===== src/sv/timed_duplicate_filter_macros.svh =====
// ----------------------------------------------------------------------------
// Assertion macros for the timed duplicate filter
// Clocked on clk_i, disabled while rst_ni is low.
// ----------------------------------------------------------------------------
`ifndef TIMED_DUPLICATE_FILTER_MACROS_SVH
`define TIMED_DUPLICATE_FILTER_MACROS_SVH

// Same-cycle implication.
`define TDF_ASSERT_NOW(label, ante, cons, msg) \
  label: assert property (@(posedge clk_i) disable iff (!rst_ni) (ante) |-> (cons)) \
    else $error(msg);

// Next-cycle implication.
`define TDF_ASSERT_NEXT(label, ante, cons, msg) \
  label: assert property (@(posedge clk_i) disable iff (!rst_ni) (ante) |=> (cons)) \
    else $error(msg);

`endif


===== src/sv/tdf_pkg.sv =====
// ----------------------------------------------------------------------------
// Timed duplicate filter package
// Shared constants, payload types and the CRC byte step.
// ----------------------------------------------------------------------------
`default_nettype none

package tdf_pkg;

  localparam int unsigned BUCKET_BITS_DEF = 8;
  localparam int unsigned WAYS_DEF        = 4;
  localparam int unsigned KEY_BITS_DEF    = 64;
  localparam int unsigned TIME_BITS_DEF   = 32;

  localparam logic [31:0] TTL_RESET = 32'd1250;
  localparam logic [31:0] GOLDEN_32 = 32'h61C8_8647;
  localparam logic [31:0] CRC_POLY  = 32'hEDB8_8320;

  typedef struct packed {
    logic [63:0] source_key;
    logic [31:0] sequence_number;
    logic [31:0] now_ticks;
  } tdf_in_t;

  typedef struct packed {
    logic is_duplicate;
    logic was_tracked;
  } tdf_out_t;

  // back end status seen by the top level
  typedef struct packed {
    logic clearing;
    logic busy;
  } tdf_status_t;

  // reflected CRC-32, one byte, lsb first
  function automatic logic [31:0] crc_byte(input logic [31:0] crc, input logic [7:0] data);
    logic [31:0] c;
    c = crc ^ {24'd0, data};
    for (int b = 0; b < 8; b++) begin
      c = c[0] ? ((c >> 1) ^ CRC_POLY) : (c >> 1);
    end
    return c;
  endfunction

endpackage

`default_nettype wire


===== src/sv/tdf_front.sv =====
// ----------------------------------------------------------------------------
// Timed duplicate filter front end
// Takes a request, runs the key CRC a byte per cycle, hashes to a bucket.
// ----------------------------------------------------------------------------
`default_nettype none

module tdf_front
  import tdf_pkg::*;
#(
  parameter int unsigned BUCKET_BITS = BUCKET_BITS_DEF,
  parameter int unsigned KEY_BITS    = KEY_BITS_DEF,
  parameter int unsigned TIME_BITS   = TIME_BITS_DEF,
  localparam int unsigned ItemW      = BUCKET_BITS + KEY_BITS + 32 + TIME_BITS
) (
  input  wire logic             clk_i,
  input  wire logic             rst_ni,
  input  wire logic             en_i,
  input  wire logic             in_valid_i,
  output      logic             in_ready_o,
  input  wire tdf_in_t          in_data_i,
  output      logic             push_valid_o,
  input  wire logic             push_ready_i,
  output      logic [ItemW-1:0] push_data_o
);

  localparam int unsigned KeyBytes = (KEY_BITS + 7) / 8;
  localparam int unsigned KeyW     = KeyBytes * 8;
  localparam int unsigned CntW     = $clog2(KeyBytes) + 1;

  typedef struct packed {
    logic [BUCKET_BITS-1:0] bucket;
    logic [KEY_BITS-1:0]    key;
    logic [31:0]            seq;
    logic [TIME_BITS-1:0]   now;
  } item_t;

  typedef enum logic [2:0] {
    F_IDLE = 3'b001,
    F_CRC  = 3'b010,
    F_HASH = 3'b100
  } front_state_e;

  front_state_e         state_q, state_d;
  logic [KEY_BITS-1:0]  key_q, key_d;
  logic [KeyW-1:0]      shift_q, shift_d;
  logic [31:0]          seq_q, seq_d;
  logic [TIME_BITS-1:0] now_q, now_d;
  logic [31:0]          crc_q, crc_d;
  logic [CntW-1:0]      cnt_q, cnt_d;
  logic [31:0]          hash;
  item_t                item;

  assign in_ready_o   = (state_q == F_IDLE) && en_i;
  assign push_valid_o = (state_q == F_HASH);

  // product lands in the queue register
  assign hash = (crc_q ^ seq_q) * GOLDEN_32;

  assign item.bucket = hash[31 -: BUCKET_BITS];
  assign item.key    = key_q;
  assign item.seq    = seq_q;
  assign item.now    = now_q;
  assign push_data_o = item;

  always_comb begin
    state_d = state_q;
    key_d   = key_q;
    shift_d = shift_q;
    seq_d   = seq_q;
    now_d   = now_q;
    crc_d   = crc_q;
    cnt_d   = cnt_q;
    case (state_q)
      F_IDLE: begin
        if (in_valid_i && in_ready_o) begin
          key_d   = in_data_i.source_key[KEY_BITS-1:0];
          shift_d = KeyW'(in_data_i.source_key[KEY_BITS-1:0]);
          seq_d   = in_data_i.sequence_number;
          now_d   = TIME_BITS'(in_data_i.now_ticks);
          crc_d   = '0;
          cnt_d   = '0;
          state_d = F_CRC;
        end
      end
      F_CRC: begin
        crc_d   = crc_byte(crc_q, shift_q[7:0]);
        shift_d = shift_q >> 8;
        cnt_d   = cnt_q + 1'b1;
        if (cnt_q == CntW'(KeyBytes - 1)) begin
          state_d = F_HASH;
        end
      end
      F_HASH: begin
        if (push_ready_i) begin
          state_d = F_IDLE;
        end
      end
      default: begin
        state_d = F_IDLE;
      end
    endcase
  end

  always_ff @(posedge clk_i or negedge rst_ni) begin
    if (!rst_ni) begin
      state_q <= F_IDLE;
    end else begin
      state_q <= state_d;
    end
  end

  always_ff @(posedge clk_i) begin
    key_q   <= key_d;
    shift_q <= shift_d;
    seq_q   <= seq_d;
    now_q   <= now_d;
    crc_q   <= crc_d;
    cnt_q   <= cnt_d;
  end

endmodule

`default_nettype wire


===== config.mk =====
export PLATFORM = sky130hd
export DESIGN_NAME = tdf_front
export DESIGN_NICKNAME = d
export VERILOG_FILES = /design/src/sv/timed_duplicate_filter_macros.svh /design/src/sv/tdf_pkg.sv /design/src/sv/tdf_front.sv
export SDC_FILE = /design/constraint.sdc
export NUM_CORES = 1
export LEC_CHECK = 0
export BUFFER_PORTS_ARGS = -buffer_cell sky130_fd_sc_hd__buf_2
export CAP_MARGIN = 20
export CORE_ASPECT_RATIO = 0.6
export CORE_MARGIN = 2
export CORE_UTILIZATION = 57
export DETAILED_ROUTE_END_ITERATION = 6
export PLACE_DENSITY_LB_ADDON = 0.25
export SLEW_MARGIN = 20
export SYNTH_ARGS = -nofsm -noshare
export SYNTH_HDL_FRONTEND = slang
export SYNTH_SLANG_ARGS = --single-unit

===== constraint.sdc =====
create_clock -name clk_i -period 7.36 [get_ports clk_i]
set_input_delay 0.368 -clock clk_i [delete_from_list [all_inputs] [get_ports clk_i]]
set_output_delay 0.368 -clock clk_i [all_outputs]
set_load 0.03 [all_outputs]

==> results.yml <==
hold_path:
  min_path_type: "input pin to flop"
  hold_depth: 1
  hold_end: "seq_q[31]"
  hp-start: "in_data_i[63]"
logic_synthesis:
  ys_seq_area_frac: 0.456
  synth_fp_nets: 1616
  postSynthAreaPerCell_um2: 12.9
  syn-cell-area_um2: 15200
  ys_ff_latch: 231
  ys_types: 40
  synth_cells: 1180
  ys.flop_type: "edfxtp_1"
  synth-edff-count: 228
  synth_warnings: 0
  async_flop_share: 0.0130
run_status:
  status: "finished clean"
cells_and_area:
  drive_gt1_frac: 0.248
  area_delta_synth_final_pct: 19.7
  nets: 1933
  antennaDiodeCount: 0
critical_path:
  crit_path_end_kind: "output pin"
  regToRegStartpoint: "state_q[1]"
  path_max_fanout: 4
  worstPathArrival_ns: 6.81
  critPathLaunch: "seq_q[12]"
  r2r-end: "shift_q[22]"
  start_kind: "flop"
  worstSetupPathType: "flop to output pin"
  rr_worst_depth: 5
  reg2reg_slack_ns: 4.26
  required_ns: 6.99
clock_tree:
  clock-sinks: 231
  clkLatencyLatePin_ns: 0.52
  cts_tree: "done"
  ctsHtreeMaxLevel: 1
  cts_buffers: 23
  clockBufferDepth: 3
  root_buffer: "clkbuf_16"
  clkTransAtPathRegs_ns: 0.07
die:
  die_w_um: 215
  core-area_um2: 26300
  num_rows: 46
  die_y_um: 130
  initial_utilization: 0.578
  io_pins: 271
  dieArea_um2: 28000
place:
  numPortBuffers: 270
  place_congestion: 0.993
  dp_hpwl_um: 30100
global_route:
  grt_pass1_wl_um: 56400
  track_usage: 0.271
  grt_pass1_vias: 9739
  antenna_found_initial: 1
  grt.overflow.total: 0
  grt_max_degree: 101
route:
  routed_wl_um: 37300
  wl_per_cell_um: 19.9
  ant_nets: 0
  route.detailed.drc: 0
  drtPass1Iterations: 5
  vias: 9620
  detail_route.iter0.violations: 756
  vias_per_cell: 5.14
sta:
  finalClockSkew_ns: 0.0306
  final-setup-viol-count: 0
  worst_slew_pin_slew_ns: 0.936
  finalCritPeriodShare: 0.976
  slew_headroom: 0.376
  hold_violations: 0
  drv_slew: 0
  fmax_mhz: 139
  whs_ns: 0.0207
  min_period_ns: 7.18
flow_run:
  maxCapViolations: 0
-- stage by stage --
step                      cell area [um2]  cells  setup TNS, ns  setup WS (ns)   util
after floorplan                     15200   1180              0          0.628      -
after CTS                           18000   1864              0         0.0320  0.684
after global placement              17100   1818         -0.523         -0.209  0.651
after detailed placement            17100   1818          -2.12         -0.447  0.651
final                               18200   1872              0          0.178  0.692
after global routing                18200   1872         -0.147        -0.0776  0.692
-- worst max path at each step --
| stage | end | slack, ns | cells past startpoint |
|---|---|---|---|
| 3_3_place_gp | push_data_o[131] | -0.21 | 21 |
| 2_1_floorplan | push_data_o[135] | 0.63 | 19 |
| 6_report | push_data_o[131] | 0.18 | 22 |
| 5_1_grt | push_data_o[131] | -0.08 | 22 |
| 4_1_cts | push_data_o[135] | 0.03 | 20 |
| 3_5_place_dp | push_data_o[131] | -0.45 | 21 |
-- sequential cells by signal (all words and copies together), names as in the netlist --
signal / count
key_q: 64
seq_q: 32
cnt_q: 4
now_q: 32
shift_q: 64
state_q: 3
crc_q: 32
-- cells in the mapped netlist (all sizes together) (2+ instances only) --
cell | count | area share
o21a | 2 | 0.00099
o21ai | 6 | 0.0020
nor2 | 41 | 0.010
clkbuf | 16 | 0.0046
o22ai | 2 | 0.00082
nand2b | 2 | 0.00082
inv | 203 | 0.050
dfrtp | 2 | 0.0033
ha | 167 | 0.14
nor4 | 2 | 0.00082
a21oi | 17 | 0.0056
o211ai | 2 | 0.00099
nand2 | 173 | 0.043
edfxtp | 228 | 0.45
a211o | 3 | 0.0017
nor2b | 2 | 0.00082
xnor2 | 81 | 0.054
nor3 | 5 | 0.0016
xor2 | 55 | 0.034
nand3 | 5 | 0.0016
fa | 136 | 0.18
a21o | 6 | 0.0030
nor3b | 2 | 0.00099
and2 | 9 | 0.0037
nand3b | 2 | 0.00099
-- timing repair --
action,4_1_cts,5_1_grt
setup endpoints to repair,8,6
gates cloned,0,0
gates resized for setup,6,22
pin swaps,2,12
hold buffers,4,0
setup buffers,2,7
endpoints found under the hold margin,6,0
-- cells in the final DEF, fill, tap and decap left out, types with 3 or more instances in the layout --
master	instances
buf_2	266
edfxtp_1	228
inv_1	202
nand2_1	172
ha_1	165
fa_1	136
xnor2_1	68
xor2_1	47
nor2_1	41
buf_4	36
clkbuf_16	23
a21oi_1	16
xnor2_2	11
and2_1	9
a21o_1	6
xor2_4	5
nand3_1	5
o21ai_0	4
bufinv_16	4
clkinv_4	4
dlygate4sd3_1	4
xor2_2	3
nor3_1	3
clkinv_2	3
-- worst max-delay path, stage by stage (launching register included) --
cell and delay (ns):
edfxtp_1 0.47, xnor2_2 0.23, inv_1 0.13, ha_1 0.32, inv_1 0.06, fa_1 0.51, inv_1 0.06, fa_1 0.48
ha_1 0.30, ha_1 0.32, fa_1 0.51, fa_1 0.42, ha_1 0.32, a21o_1 0.20, a211o_4 0.37, a2111oi_4 0.42
a21oi_2 0.16, buf_4 0.19, o211ai_1 0.16, buf_4 0.17, nand2_1 0.07, o311ai_1 0.24, buf_4 0.21
-- cells by family after synthesis --
kind of cell | Yosys count | share of synthesized area
adders and majority gates | 303 | 0.317
and+or+nand+nor | 246 | 0.0658
xor gates and xnor gates | 136 | 0.0878
DFF | 231 | 0.456
AOI/OAI and AO/OA | 44 | 0.0184
buffers and inverters | 220 | 0.0555
-- cell type report --
type | count | area (um2)
fillers | 1926 | 8110
multi-input cells | 729 | 7580
flip-flops and latches | 231 | 6920
repair buffers | 309 | 1690
inverters | 203 | 764
clock buffers | 24 | 579
well taps | 360 | 450
clock inverters | 16 | 206
-- layer usage --
layer  GRT usage  part of all wire  routed length (um)
met4      0.0339            0.0088                 327
met3       0.115              0.13                4710
met2       0.356              0.39               14600
met5      0.0267            0.0032                 118
met1       0.421              0.47               17500
Power is not shown: default switching activity piles up to over one toggle a cycle in this logic, so the estimate is an artifact.
