--- src/sv/timed_duplicate_filter_macros.svh ---
// ----------------------------------------------------------------------------
// Assertion macros for the timed duplicate filter
// Clocked on clk_i, disabled while rst_ni is low.
// ----------------------------------------------------------------------------
`ifndef TIMED_DUPLICATE_FILTER_MACROS_SVH
`define TIMED_DUPLICATE_FILTER_MACROS_SVH

// Same-cycle implication.
`define TDF_ASSERT_NOW(label, ante, cons, msg) \
  label: assert property (@(posedge clk_i) disable iff (!rst_ni) (ante) |-> (cons)) \
    else $error(msg);

// Next-cycle implication.
`define TDF_ASSERT_NEXT(label, ante, cons, msg) \
  label: assert property (@(posedge clk_i) disable iff (!rst_ni) (ante) |=> (cons)) \
    else $error(msg);

`endif

--- src/sv/tdf_queue.sv ---
// ----------------------------------------------------------------------------
// Timed duplicate filter queue
// Two-entry FIFO between front end and back end.
// ----------------------------------------------------------------------------
`default_nettype none

module tdf_queue #(
  parameter int unsigned WIDTH = 8
) (
  input  wire logic             clk_i,
  input  wire logic             rst_ni,
  input  wire logic             push_valid_i,
  output      logic             push_ready_o,
  input  wire logic [WIDTH-1:0] push_data_i,
  output      logic             pop_valid_o,
  input  wire logic             pop_ready_i,
  output      logic [WIDTH-1:0] pop_data_o
);

  localparam int unsigned Depth = 2;

  logic [WIDTH-1:0] slot_q [Depth];
  logic             wr_ptr_q, rd_ptr_q;
  logic [1:0]       cnt_q;
  logic             push, pop;

  assign push_ready_o = (cnt_q != 2'(Depth));
  assign pop_valid_o  = (cnt_q != 2'd0);
  assign pop_data_o   = slot_q[rd_ptr_q];
  assign push         = push_valid_i && push_ready_o;
  assign pop          = pop_valid_o && pop_ready_i;

  always_ff @(posedge clk_i or negedge rst_ni) begin
    if (!rst_ni) begin
      wr_ptr_q <= 1'b0;
      rd_ptr_q <= 1'b0;
      cnt_q    <= 2'd0;
    end else begin
      if (push) begin
        wr_ptr_q <= ~wr_ptr_q;
      end
      if (pop) begin
        rd_ptr_q <= ~rd_ptr_q;
      end
      if (push && !pop) begin
        cnt_q <= cnt_q + 2'd1;
      end else if (pop && !push) begin
        cnt_q <= cnt_q - 2'd1;
      end
    end
  end

  always_ff @(posedge clk_i) begin
    if (push) begin
      slot_q[wr_ptr_q] <= push_data_i;
    end
  end

endmodule

`default_nettype wire

--- config.mk ---
export PLATFORM = sky130hd
export DESIGN_NAME = tdf_queue
export DESIGN_NICKNAME = d
export VERILOG_FILES = /design/src/sv/timed_duplicate_filter_macros.svh /design/src/sv/tdf_queue.sv
export SDC_FILE = /design/constraint.sdc
export NUM_CORES = 1
export LEC_CHECK = 0
export ABC_CLOCK_PERIOD_IN_PS = 2600
export BUFFER_PORTS_ARGS = -buffer_cell sky130_fd_sc_hd__buf_2
export CAP_MARGIN = 40
export CORE_MARGIN = 2
export CORE_UTILIZATION = 40
export DETAILED_ROUTE_END_ITERATION = 6
export GPL_TIMING_DRIVEN = 0
export SETUP_SLACK_MARGIN = 0.15
export SLEW_MARGIN = 20
export SYNTH_ARGS = -nofsm -noshare
export SYNTH_HDL_FRONTEND = slang
export SYNTH_SLANG_ARGS = --single-unit
--- constraint.sdc ---
create_clock -name clk_i -period 2.6 [get_ports clk_i]
set_clock_uncertainty 0.15 [all_clocks]
set_input_delay 0.52 -clock clk_i [delete_from_list [all_inputs] [get_ports clk_i]]
set_output_delay 0.52 -clock clk_i [all_outputs]
set_load 0.005 [all_outputs]
==> results of run 1 <==
cell usage in the layout, fill, tap and decap left out, drive strengths merged:
| cell type | n |
|---|---|
| buf | 22 |
| edfxtp | 16 |
| mux2 | 8 |
| dfrtp | 4 |
| clkbuf | 4 |
| xnor2 | 3 |
| nor2 | 2 |
| xor2 | 2 |
| nand2 | 2 |
| nand2b | 1 |
| inv | 1 |
| or2 | 1 |
| and3 | 1 |
| ha | 1 |
| dlygate4sd3 | 1 |
final timing paths:
path,to,slack (ps),cells past startpoint
hold reg to reg,wr_ptr_q,350,1
max in group asynchronous,rd_ptr_q,1770,2
min in group asynchronous,wr_ptr_q,400,2
setup reg to reg,slot_q[0][1],870,3
hold / removal,slot_q[0][4],260,1
setup / recovery,pop_data_o[6],610,3
flip-flops by register name, indices dropped and copies added, names as in the netlist:
name / flops
wr_ptr_q: 1
slot_q: 16
rd_ptr_q: 1
cnt_q: 2
worst register-to-register path, cell delays in order, from the launching register on:
cell and delay, ps:
dfrtp_1 430, nand2b_4 160, nand2_1 90, nor2_1 540
area by class of cell:
class | instances | area share (%)
Sequential cell | 20 | 60.3
Multi-Input combinational cell | 21 | 20.5
Timing Repair Buffer | 22 | 12.0
Tap cell | 27 | 3.51
Clock buffer | 4 | 2.73
Buffer | 1 | 0.520
Inverter | 1 | 0.390
cell usage after synthesis:
library cell | n | area (µm²)
edfxtp_1 | 16 | 480
mux2_2 | 8 | 90.1
dfrtp_1 | 4 | 100
xnor2_1 | 3 | 26.3
nor2_1 | 2 | 7.51
xor2_1 | 2 | 17.5
and3_1 | 1 | 6.26
buf_2 | 1 | 5.00
ha_1 | 1 | 12.5
inv_1 | 1 | 3.75
nand2_1 | 1 | 3.75
nand2_4 | 1 | 11.3
nand2b_4 | 1 | 13.8
or2_4 | 1 | 8.76
cells by family (layout without fill, tap and decap cells):
family	count (synthesis)	in the layout	synth area share [%]
simple gates	7	7	6.52
buf+inv	2	28	1.11
flops	20	20	73.8
mux	8	8	11.4
xor+xnor	5	5	5.57
fa+ha+maj	1	1	1.59
power by group through the flow:
stage	Clock [mW]	Sequential (mW)	Combinational, mW
detailed placement	0	0.498	0.359
finish	0.142	0.492	0.353
global route	0.161	0.501	0.389
floorplan	0	0.487	0.248
CTS	0.145	0.492	0.362
global placement	0	0.494	0.356
metal layers:
metal	routed length, µm	vias up	global-route usage, %
li1	-	207	-
met1	507	195	11.3
met2	570	13	18.8
met3	61	2	3.09
met4	10	0	5.71
met5	0	-	0
through the flow:
stage / util, % / worst slack (ps) / area, µm²
2_1_floorplan: - / 1080 / 787
3_3_place_gp: 48.7 / 778 / 926
3_5_place_dp: 48.7 / 782 / 926
4_1_cts: 50.6 / 589 / 962
5_1_grt: 50.6 / 513 / 962
6_report: 50.6 / 609 / 962
==> impl_metrics.py, run 1 <==
metrics = {
    "yosys": {
        "syn-num-nets": 56,
        "syn_area_um2": 787,
        "seq_area_frac_synth_pct": 73.8,
        "ys_types": 14,
        "yosys_warnings": 0,
        "syn_area_per_cell_um2": 18.3,
        "synth_cells": 43,
        "ys_seq_elements": 20,
    },
    "run_status": {
        "status": "finished clean",
    },
    "clock_network": {
        "cts_buffer_depth": 2,
        "cts_tree": "done",
        "root_buffer": "clkbuf_4",
        "cts_buffers": 3,
        "post_cts_resized": 0,
        "cts-htree-levels": 1,
        "cts_sinks": 20,
        "post_cts_buffers": 0,
        "hold_buffers": 1,
        "cts.clk_slew.worst_paths_ps": 110,
        "clock_latency_ps": 290,
    },
    "route": {
        "drc": 0,
        "viasPerCell": 4.34,
        "antenna_left": 0,
        "routed_wl_mm": 1.15,
        "first_pass_iters": 2,
        "vias": 417,
        "drtIter0Drc": 1,
        "wl_per_cell_um": 12.0,
    },
    "sta": {
        "fmax_mhz": 502,
        "worstMarginPinSlew_ps": 681,
        "slew_violations": 0,
        "rsz0062_at_grt": "no",
        "hold_slack_ps": 260,
        "finalSetupViolations": 0,
        "slew_headroom_pct": 54.4,
        "period_minus_slack_ps": 1990,
        "setup_tns_ps": 0,
        "min_period_over_period_pct": 76.6,
        "hold_viol": 0,
    },
    "cells_and_area": {
        "syn_to_final_growth_pct": 22.3,
        "final_cells": 96,
        "antenna_cells": 0,
        "regArea_um2": 581,
        "fillers": 170,
        "drive_gt1_share_pct": 52.2,
        "num-nets-final": 83,
        "multi_input_comb_area_um2": 198,
    },
    "worst_setup_path": {
        "path_delay_family": "multiplexers",
        "crit_required_ps": 1930,
        "slowest_delay_ps": 360,
        "critPathKind": "reg -> out",
        "worstSetupEndpointType": "output port",
        "startpoint": "rd_ptr_q",
        "crit_top_cell": "buf_2",
        "arrival_ps": 1320,
        "r2r-start": "cnt_q[0]",
        "worst_path_max_delay_cell": "mux2_2",
        "cp_max_fo": 9,
        "crit_buf_inv": 2,
        "start_kind": "register",
        "crit_chain": "buf_2, mux2_2, buf_2",
    },
    "global_route": {
        "grt_pass1_wl_mm": 1.82,
        "grt_pass1_vias": 419,
        "antenna_found_initial": 0,
        "grt_overflow": 0,
        "grt_usage_pct": 10.6,
        "grt_max_degree": 12,
    },
    "place": {
        "io_buffers": 21,
        "routabilityCongestion": 0.647,
        "hpwl_um": 866,
        "placed_cells": 91,
    },
    "floorplan": {
        "ioPinCount": 22,
        "chipHeight_um": 48.4,
        "core_area_um2": 1900,
        "die-area_um2": 2340,
        "rows": 16,
        "die_x_um": 48.4,
        "start_util_pct": 41.4,
    },
    "power_and_ir_drop": {
        "p_switching_mw": 0.287,
        "p_per_area_nw_per_um2": 1030,
        "seqPwrFrac_pct": 49.8,
        "p_sw_share_pct": 29.1,
        "p_int_mw": 0.700,
        "finalPower_mw": 0.988,
        "combPwrFrac_pct": 35.8,
        "power_leakage_nw": 0.392,
        "max-vdd-ir-drop_mv": 0.528,
        "clockPowerShare_pct": 14.4,
    },
    "worst_hold_path": {
        "min_from": "push_data_i[4]",
        "hp-class": "in -> reg",
    },
    "job": {
        "maxCapViolations": 0,
    },
}
Note: power is estimated with default switching activity, not from simulation.
==> run 2: changes to the inputs <==
--- a/config.mk
+++ b/config.mk
@@ -5,13 +5,14 @@
 export SDC_FILE = /design/constraint.sdc
 export NUM_CORES = 1
 export LEC_CHECK = 0
-export ABC_CLOCK_PERIOD_IN_PS = 2600
+export ABC_CLOCK_PERIOD_IN_PS = 1800
 export BUFFER_PORTS_ARGS = -buffer_cell sky130_fd_sc_hd__buf_2
 export CAP_MARGIN = 40
 export CORE_MARGIN = 2
 export CORE_UTILIZATION = 40
 export DETAILED_ROUTE_END_ITERATION = 6
 export GPL_TIMING_DRIVEN = 0
+export PLACE_DENSITY = 0.66
 export SETUP_SLACK_MARGIN = 0.15
 export SLEW_MARGIN = 20
 export SYNTH_ARGS = -nofsm -noshare
==> constraint.sdc (replaced) <==
create_clock -name clk_i -period 1.8 [get_ports clk_i]
set_clock_uncertainty 0.15 [all_clocks]
set_input_delay 0.36 -clock clk_i [delete_from_list [all_inputs] [get_ports clk_i]]
set_output_delay 0.36 -clock clk_i [all_outputs]
set_load 0.005 [all_outputs]
==> run 2 against run 1 <==
Net effect:
- combinational power increased by 72%
- final cell count increased by 2.1%
- final area increased by 4.9%
- utilization increased by 2.5 points
- first-iteration DRC count increased to 3.0 times the previous value
- total power increased by 55%
- critical path depth unchanged
- non-clock buffer count increased by 2
- clock power increased by 46%
- die area unchanged
- largest cell class unchanged
- highest routed layer unchanged
==> impl_metrics.py, run 2 (synthesis gave the netlist of run 1 again) <==
metrics = {
    "worst_setup_path": {
        "start_kind": "register",
        "r2r_end": "cnt_q[1]",
        "path_depth": 3,
        "critPathKind": "reg -> out",
        "path_delay_family": "flip-flops",
        "worst_path_max_delay_cell": "dfrtp_1",
        "arrival_ps": 1240,
        "startpoint": "rd_ptr_q",
        "slowest_delay_ps": 350,
        "endpoint": "pop_data_o[4]",
        "r2r_setup_slack_ps": 260,
        "crit_required_ps": 1290,
        "crit_chain": "buf_6, mux2_2, buf_2",
        "r2r-start": "cnt_q[0]",
        "crit_buf_inv": 2,
        "r2r_cells": 6,
        "worstSetupEndpointType": "output port",
        "cp_max_fo": 9,
    },
    "power_and_ir_drop": {
        "combPwrFrac_pct": 39.8,
        "power_leakage_nw": 0.407,
        "max-vdd-ir-drop_mv": 0.813,
        "p_per_area_nw_per_um2": 1510,
        "p_int_mw": 1.08,
        "finalPower_mw": 1.53,
        "p_switching_mw": 0.449,
        "seqPwrFrac_pct": 46.6,
        "p_sw_share_pct": 29.4,
        "clockPowerShare_pct": 13.6,
    },
    "floorplan": {
        "rows": 16,
        "die-area_um2": 2340,
        "core_area_um2": 1900,
        "chipHeight_um": 48.4,
        "ioPinCount": 22,
        "start_util_pct": 41.4,
        "die_x_um": 48.4,
    },
    "worst_hold_path": {
        "min_from": "push_data_i[4]",
        "hp-class": "in -> reg",
    },
    "cells_and_area": {
        "drive_gt1_share_pct": 59.2,
        "final_cells": 98,
        "fillers": 169,
        "antenna_cells": 0,
        "num-nets-final": 85,
        "largest_registers": "slot_q x16, cnt_q x2",
        "final_common_cell": "buf_2",
        "top_register": "slot_q",
        "final_cell_mix": "buf_2 (20), edfxtp_1 (16), mux2_2 (8), dfrtp_1 (4)",
        "largest_register_ffs": 16,
        "syn_to_final_growth_pct": 28.3,
    },
    "sta": {
        "rsz0062_at_grt": "yes",
        "hold_slack_ps": 101,
        "period_minus_slack_ps": 1750,
        "slew_violations": 0,
        "setup_tns_ps": 0,
        "slew_headroom_pct": 70.5,
        "worstMarginPinSlew_ps": 442,
        "hold_viol": 0,
        "min_period_over_period_pct": 97.1,
        "fmax_mhz": 572,
        "finalSetupViolations": 0,
    },
    "global_route": {
        "grt_pass1_wl_mm": 2.02,
        "grt_overflow": 0,
        "grt_pass1_vias": 469,
        "antenna_found_initial": 0,
        "grt_max_degree": 12,
        "grt_usage_pct": 11.8,
    },
    "route": {
        "wl_per_cell_um": 12.2,
        "drc": 0,
        "first_pass_iters": 3,
        "drtIter0Drc": 3,
        "routed_wl_mm": 1.19,
        "antenna_left": 0,
        "viasPerCell": 4.54,
        "vias": 445,
    },
    "run_status": {
        "status": "finished clean",
    },
    "place": {
        "hpwl_um": 833,
        "placed_cells": 91,
        "io_buffers": 21,
        "routabilityCongestion": 0.668,
    },
    "clock_network": {
        "clock_latency_ps": 290,
        "cts_buffer_depth": 2,
        "cts_sinks": 20,
        "cts-htree-levels": 1,
        "cts_buffers": 3,
        "cts_tree": "done",
        "root_buffer": "clkbuf_4",
        "cts.clk_slew.worst_paths_ps": 110,
    },
    "job": {
        "maxCapViolations": 0,
    },
}
[run 2: cell types whose count changed in the layout (fill, tap and decap cells not counted)]
cell	previous run	this run
clkbuf_1	1	0
buf_6	0	2
buf_4	0	2
nor2_1	2	0
ha_1	1	0
nand2_2	0	1
buf_2	22	20
clkinv_1	0	1
nor2_2	0	2
ha_4	0	1
nand2_1	1	0
[run 2: layout make-up]
class / count / area, µm² / area share (%)
Clock buffer: 3 / 22.5 / 2.23
Timing Repair Buffer: 24 / 136 / 13.5
Buffer: 1 / 11.3 / 1.12
Sequential cell: 20 / 581 / 57.5
Clock inverter: 1 / 3.75 / 0.372
Inverter: 1 / 3.75 / 0.372
Tap cell: 27 / 33.8 / 3.35
Multi-Input combinational cell: 21 / 218 / 21.6
[run 2: layer usage]
layer / global-route usage, % / vias up / routed length (µm)
met2: 19.9 / 11 / 621
met1: 13.3 / 222 / 512
met3: 3.40 / 2 / 47
met5: 0 / - / 0
met4: 7.14 / 0 / 12
li1: - / 210 / -
[run 2: what timing repair did]
item                                   CTS  global route
endpoints found under the hold margin    4             0
buffers inserted                         2             0
hold buffers                             1             0
resized for setup                        3             4
setup endpoints to repair               17            18
[run 2: power groups by stage]
stage	clock network, mW	logic (mW)	registers, mW
finish	0.207	0.608	0.713
global placement	0	0.509	0.712
CTS	0.215	0.572	0.710
detailed placement	0	0.517	0.718
global route	0.244	0.676	0.725
floorplan	0	0.359	0.704
[run 2: worst min path at each step]
stage / to / slack [ps] / cells after the start
4_1_cts: slot_q[1][4] / 90 / 1
5_1_grt: slot_q[1][2] / 80 / 1
2_1_floorplan: cnt_q[0] / -90 / 0
3_3_place_gp: cnt_q[0] / 20 / 1
6_report: slot_q[1][4] / 100 / 1
3_5_place_dp: cnt_q[0] / 20 / 1
[run 2: worst register-to-register path, delay by kind of cell, from the launching register on]
kind	cells	cell delay, ps
xor gates and xnor gates	2	300
DFF	1	430
and+or+nand+nor	3	420
adders and majority gates	1	120
[run 2: metrics by stage]
step / area, µm² / util, % / setup slack [ps]
after floorplan: 787 / - / 280
after global placement: 926 / 48.7 / 57.6
after detailed placement: 926 / 48.7 / 50.0
after CTS: 986 / 51.8 / 35.6
after global routing: 1010 / 53.1 / -41.4
final: 1010 / 53.1 / 52.3
==> run 3: changes to the inputs <==
--- a/config.mk
+++ b/config.mk
@@ -5,6 +5,7 @@
 export SDC_FILE = /design/constraint.sdc
 export NUM_CORES = 1
 export LEC_CHECK = 0
+export ABC_AREA = 1
 export ABC_CLOCK_PERIOD_IN_PS = 1800
 export BUFFER_PORTS_ARGS = -buffer_cell sky130_fd_sc_hd__buf_2
 export CAP_MARGIN = 40
==> run 3 against run 2 <==
Net effect:
- sequential power shrank 0.7%
- wire length grew 13%
- synthesized cell count grew 63%
- worst hold slack lost 8.7 ps
- first-iteration DRC count grew to 4.0 times the previous value
- largest cell class unchanged
- clock power is essentially flat
- critical endpoint is now pop_data_o[5]
- utilization shrank 0.41 points
- final area grew 2.4%
- sequential share of layout area shrank 1.3 points
- area after synthesis grew 5.1%
- fmax grew 7.2%
==> impl_metrics.py, run 3 <==
metrics = {
    "run_status": {
        "status": "finished clean",
    },
    "clock_network": {
        "cts_tree": "done",
        "cts-htree-levels": 1,
        "cts_buffers": 3,
        "clock_latency_ps": 300,
        "post_cts_buffers": 0,
        "cts_buffer_depth": 2,
        "cts_sinks": 20,
        "cts.clk_slew.worst_paths_ps": 110,
        "root_buffer": "clkbuf_4",
    },
    "cells_and_area": {
        "top_register": "slot_q",
        "largest_register_ffs": 16,
        "final_cell_mix": "nand2_1 (27), buf_2 (22), edfxtp_1 (16), nand2_2 (5)",
        "fillers": 187,
        "largest_registers": "slot_q x16, cnt_q x2",
        "num-nets-final": 112,
        "syn_to_final_growth_pct": 25.0,
        "drive_gt1_share_pct": 40.8,
        "antenna_cells": 0,
        "final_common_cell": "nand2_1",
    },
    "sta": {
        "period_minus_slack_ps": 1630,
        "hold_viol": 0,
        "worstMarginPinSlew_ps": 431,
        "setup_tns_ps": 0,
        "finalSetupViolations": 0,
        "slew_headroom_pct": 71.3,
        "fmax_mhz": 613,
        "slew_violations": 0,
        "rsz0062_at_grt": "yes",
        "min_period_over_period_pct": 90.6,
        "hold_slack_ps": 92.4,
    },
    "floorplan": {
        "rows": 16,
        "chipHeight_um": 49.5,
        "die_x_um": 49.5,
        "die-area_um2": 2450,
        "ioPinCount": 22,
        "start_util_pct": 42.2,
        "core_area_um2": 1960,
    },
    "yosys": {
        "yosysMostFrequentCell": "nand2_1",
        "synth_cells": 70,
        "synth_commonest_cells": "nand2_1 (30), edfxtp_1 (16), dfrtp_1 (4), inv_1 (4), inv_2 (3)",
        "synth_edf_count": 16,
        "yosys_warnings": 0,
        "synthTopCellsByArea": "edfxtp_1 (58%), nand2_1 (14%), dfrtp_1 (12%)",
        "ys_types": 14,
        "synth_flop_cell": "edfxtp_1",
        "ys_seq_elements": 20,
        "seq_area_frac_synth_pct": 70.2,
        "ys_async_sr_fraction_pct": 20.0,
        "syn_area_per_cell_um2": 11.8,
        "synth_area_leader_cell": "edfxtp_1",
        "yosys.area.top_type_share_pct": 58.1,
        "syn-num-nets": 83,
        "syn_area_um2": 827,
    },
    "route": {
        "viasPerCell": 4.53,
        "drc": 0,
        "first_pass_iters": 4,
        "routed_wl_mm": 1.35,
        "wl_per_cell_um": 10.8,
        "vias": 566,
        "antenna_left": 0,
        "drtIter0Drc": 12,
    },
    "worst_hold_path": {
        "hp-class": "in -> reg",
        "min_from": "push_data_i[6]",
        "hold_depth": 1,
        "min_to": "slot_q[1][6]",
    },
    "power_and_ir_drop": {
        "max-vdd-ir-drop_mv": 0.568,
        "p_per_area_nw_per_um2": 1520,
        "power_leakage_nw": 0.479,
    },
    "job": {
        "maxCapViolations": 0,
    },
    "worst_setup_path": {
        "crit_required_ps": 1290,
        "worstSetupEndpointType": "output port",
        "r2r_setup_slack_ps": 260,
        "r2r_cells": 9,
        "crit_chain": "buf_6, inv_4, nand2_1, nand2_1, buf_2",
        "slowest_delay_ps": 400,
        "worst_path_max_delay_cell": "dfrtp_1",
        "critPathKind": "reg -> out",
        "arrival_ps": 1120,
        "r2r_end": "cnt_q[1]",
        "cp_max_fo": 6,
        "crit_top_cell": "nand2_1",
        "r2r-start": "cnt_q[0]",
        "start_kind": "register",
    },
    "global_route": {
        "grt_pass1_wl_mm": 2.08,
        "antenna_found_initial": 0,
        "grt_pass1_vias": 472,
        "grt_usage_pct": 11.9,
        "grt_overflow": 0,
        "grt_max_degree": 12,
    },
    "place": {
        "hpwl_um": 911,
        "io_buffers": 21,
        "routabilityCongestion": 0.719,
    },
}
-- run 3: changes by cell type after synthesis, sizes merged, moves of 2 or more --
cell | previous run | this run
nand2 | 2 | 34
mux2 | 8 | 0
inv | 1 | 7
nand3 | 0 | 2
xnor2 | 3 | 1
-- run 3: how the worst max path moves through the flow --
| stage | start | slack, ps | end | cells past startpoint |
|---|---|---|---|---|
| after global routing | rd_ptr_q | 110 | pop_data_o[5] | 5 |
| after detailed placement | cnt_q[0] | 150 | slot_q[0][2] | 4 |
| after floorplan | cnt_q[0] | 340 | slot_q[0][0] | 4 |
| final | rd_ptr_q | 170 | pop_data_o[5] | 5 |
| after CTS | rd_ptr_q | 150 | pop_data_o[1] | 5 |
| after global placement | cnt_q[0] | 150 | slot_q[0][2] | 4 |
-- run 3: timing repair --
item,4_1_cts,5_1_grt
endpoints found under the setup margin,24,8
pin swaps,0,2
hold endpoints to repair,4,0
gates resized for setup,4,4
hold buffers,1,0
cloned,0,2
-- run 3: per-stage QoR --
| stage | power, mW | instances | util [%] | setup WS (ps) | area [µm²] |
|---|---|---|---|---|---|
| final | 1.57 | 125 | 52.7 | 170 | 1030 |
| after global routing | 1.70 | 125 | 52.7 | 108 | 1030 |
| after CTS | 1.54 | 123 | 51.6 | 150 | 1010 |
| after detailed placement | 1.30 | 118 | 49.2 | 146 | 966 |
| after global placement | 1.29 | 118 | 49.2 | 147 | 966 |
| after floorplan | 1.10 | 70 | - | 342 | 827 |
-- run 3: worst max-delay path: cells and delay by family (launching register included) --
kind	cells	cell delay (ps)
buffers and inverters	3	320
DFF	1	400
and+or+nand+nor	2	100
-- run 3: area by class of cell --
class                      count  area (µm²)  area share [%]
sequential                    20         581            56.2
multi-input combinational     42         221            21.4
timing repair buffer          23         120            11.6
inverter                       7        33.8            3.27
tap                           27        33.8            3.27
clock buffer                   3        22.5            2.18
buffer                         1        11.3            1.09
timing repair inverter         1        6.26           0.605
clock inverter                 1        3.75           0.363
-- run 3: logic make-up (layout without fill, tap and decap cells) --
kind of cell | count (synthesis) | in the layout | synth area share (%)
buffers and inverters | 8 | 36 | 4.54
adder cells (fa/ha/maj) | 1 | 1 | 1.51
AND/OR/NAND/NOR | 39 | 39 | 20.7
flip-flops | 20 | 20 | 70.2
XOR/XNOR | 2 | 2 | 3.03
-- run 3: power by group --
group | total (mW) | leakage [nW] | internal, mW | switching [mW]
Combinational | 0.655 | 0.267 | 0.269 | 0.385
Clock | 0.210 | 0.0154 | 0.0808 | 0.129
Sequential | 0.708 | 0.196 | 0.645 | 0.0626
-- run 3: per-layer routing --
metal	track usage, %	share of wire, %
met1	15.4	42
met2	17.3	50
met3	2.12	4.3
met4	9.72	3.2
met5	0	0
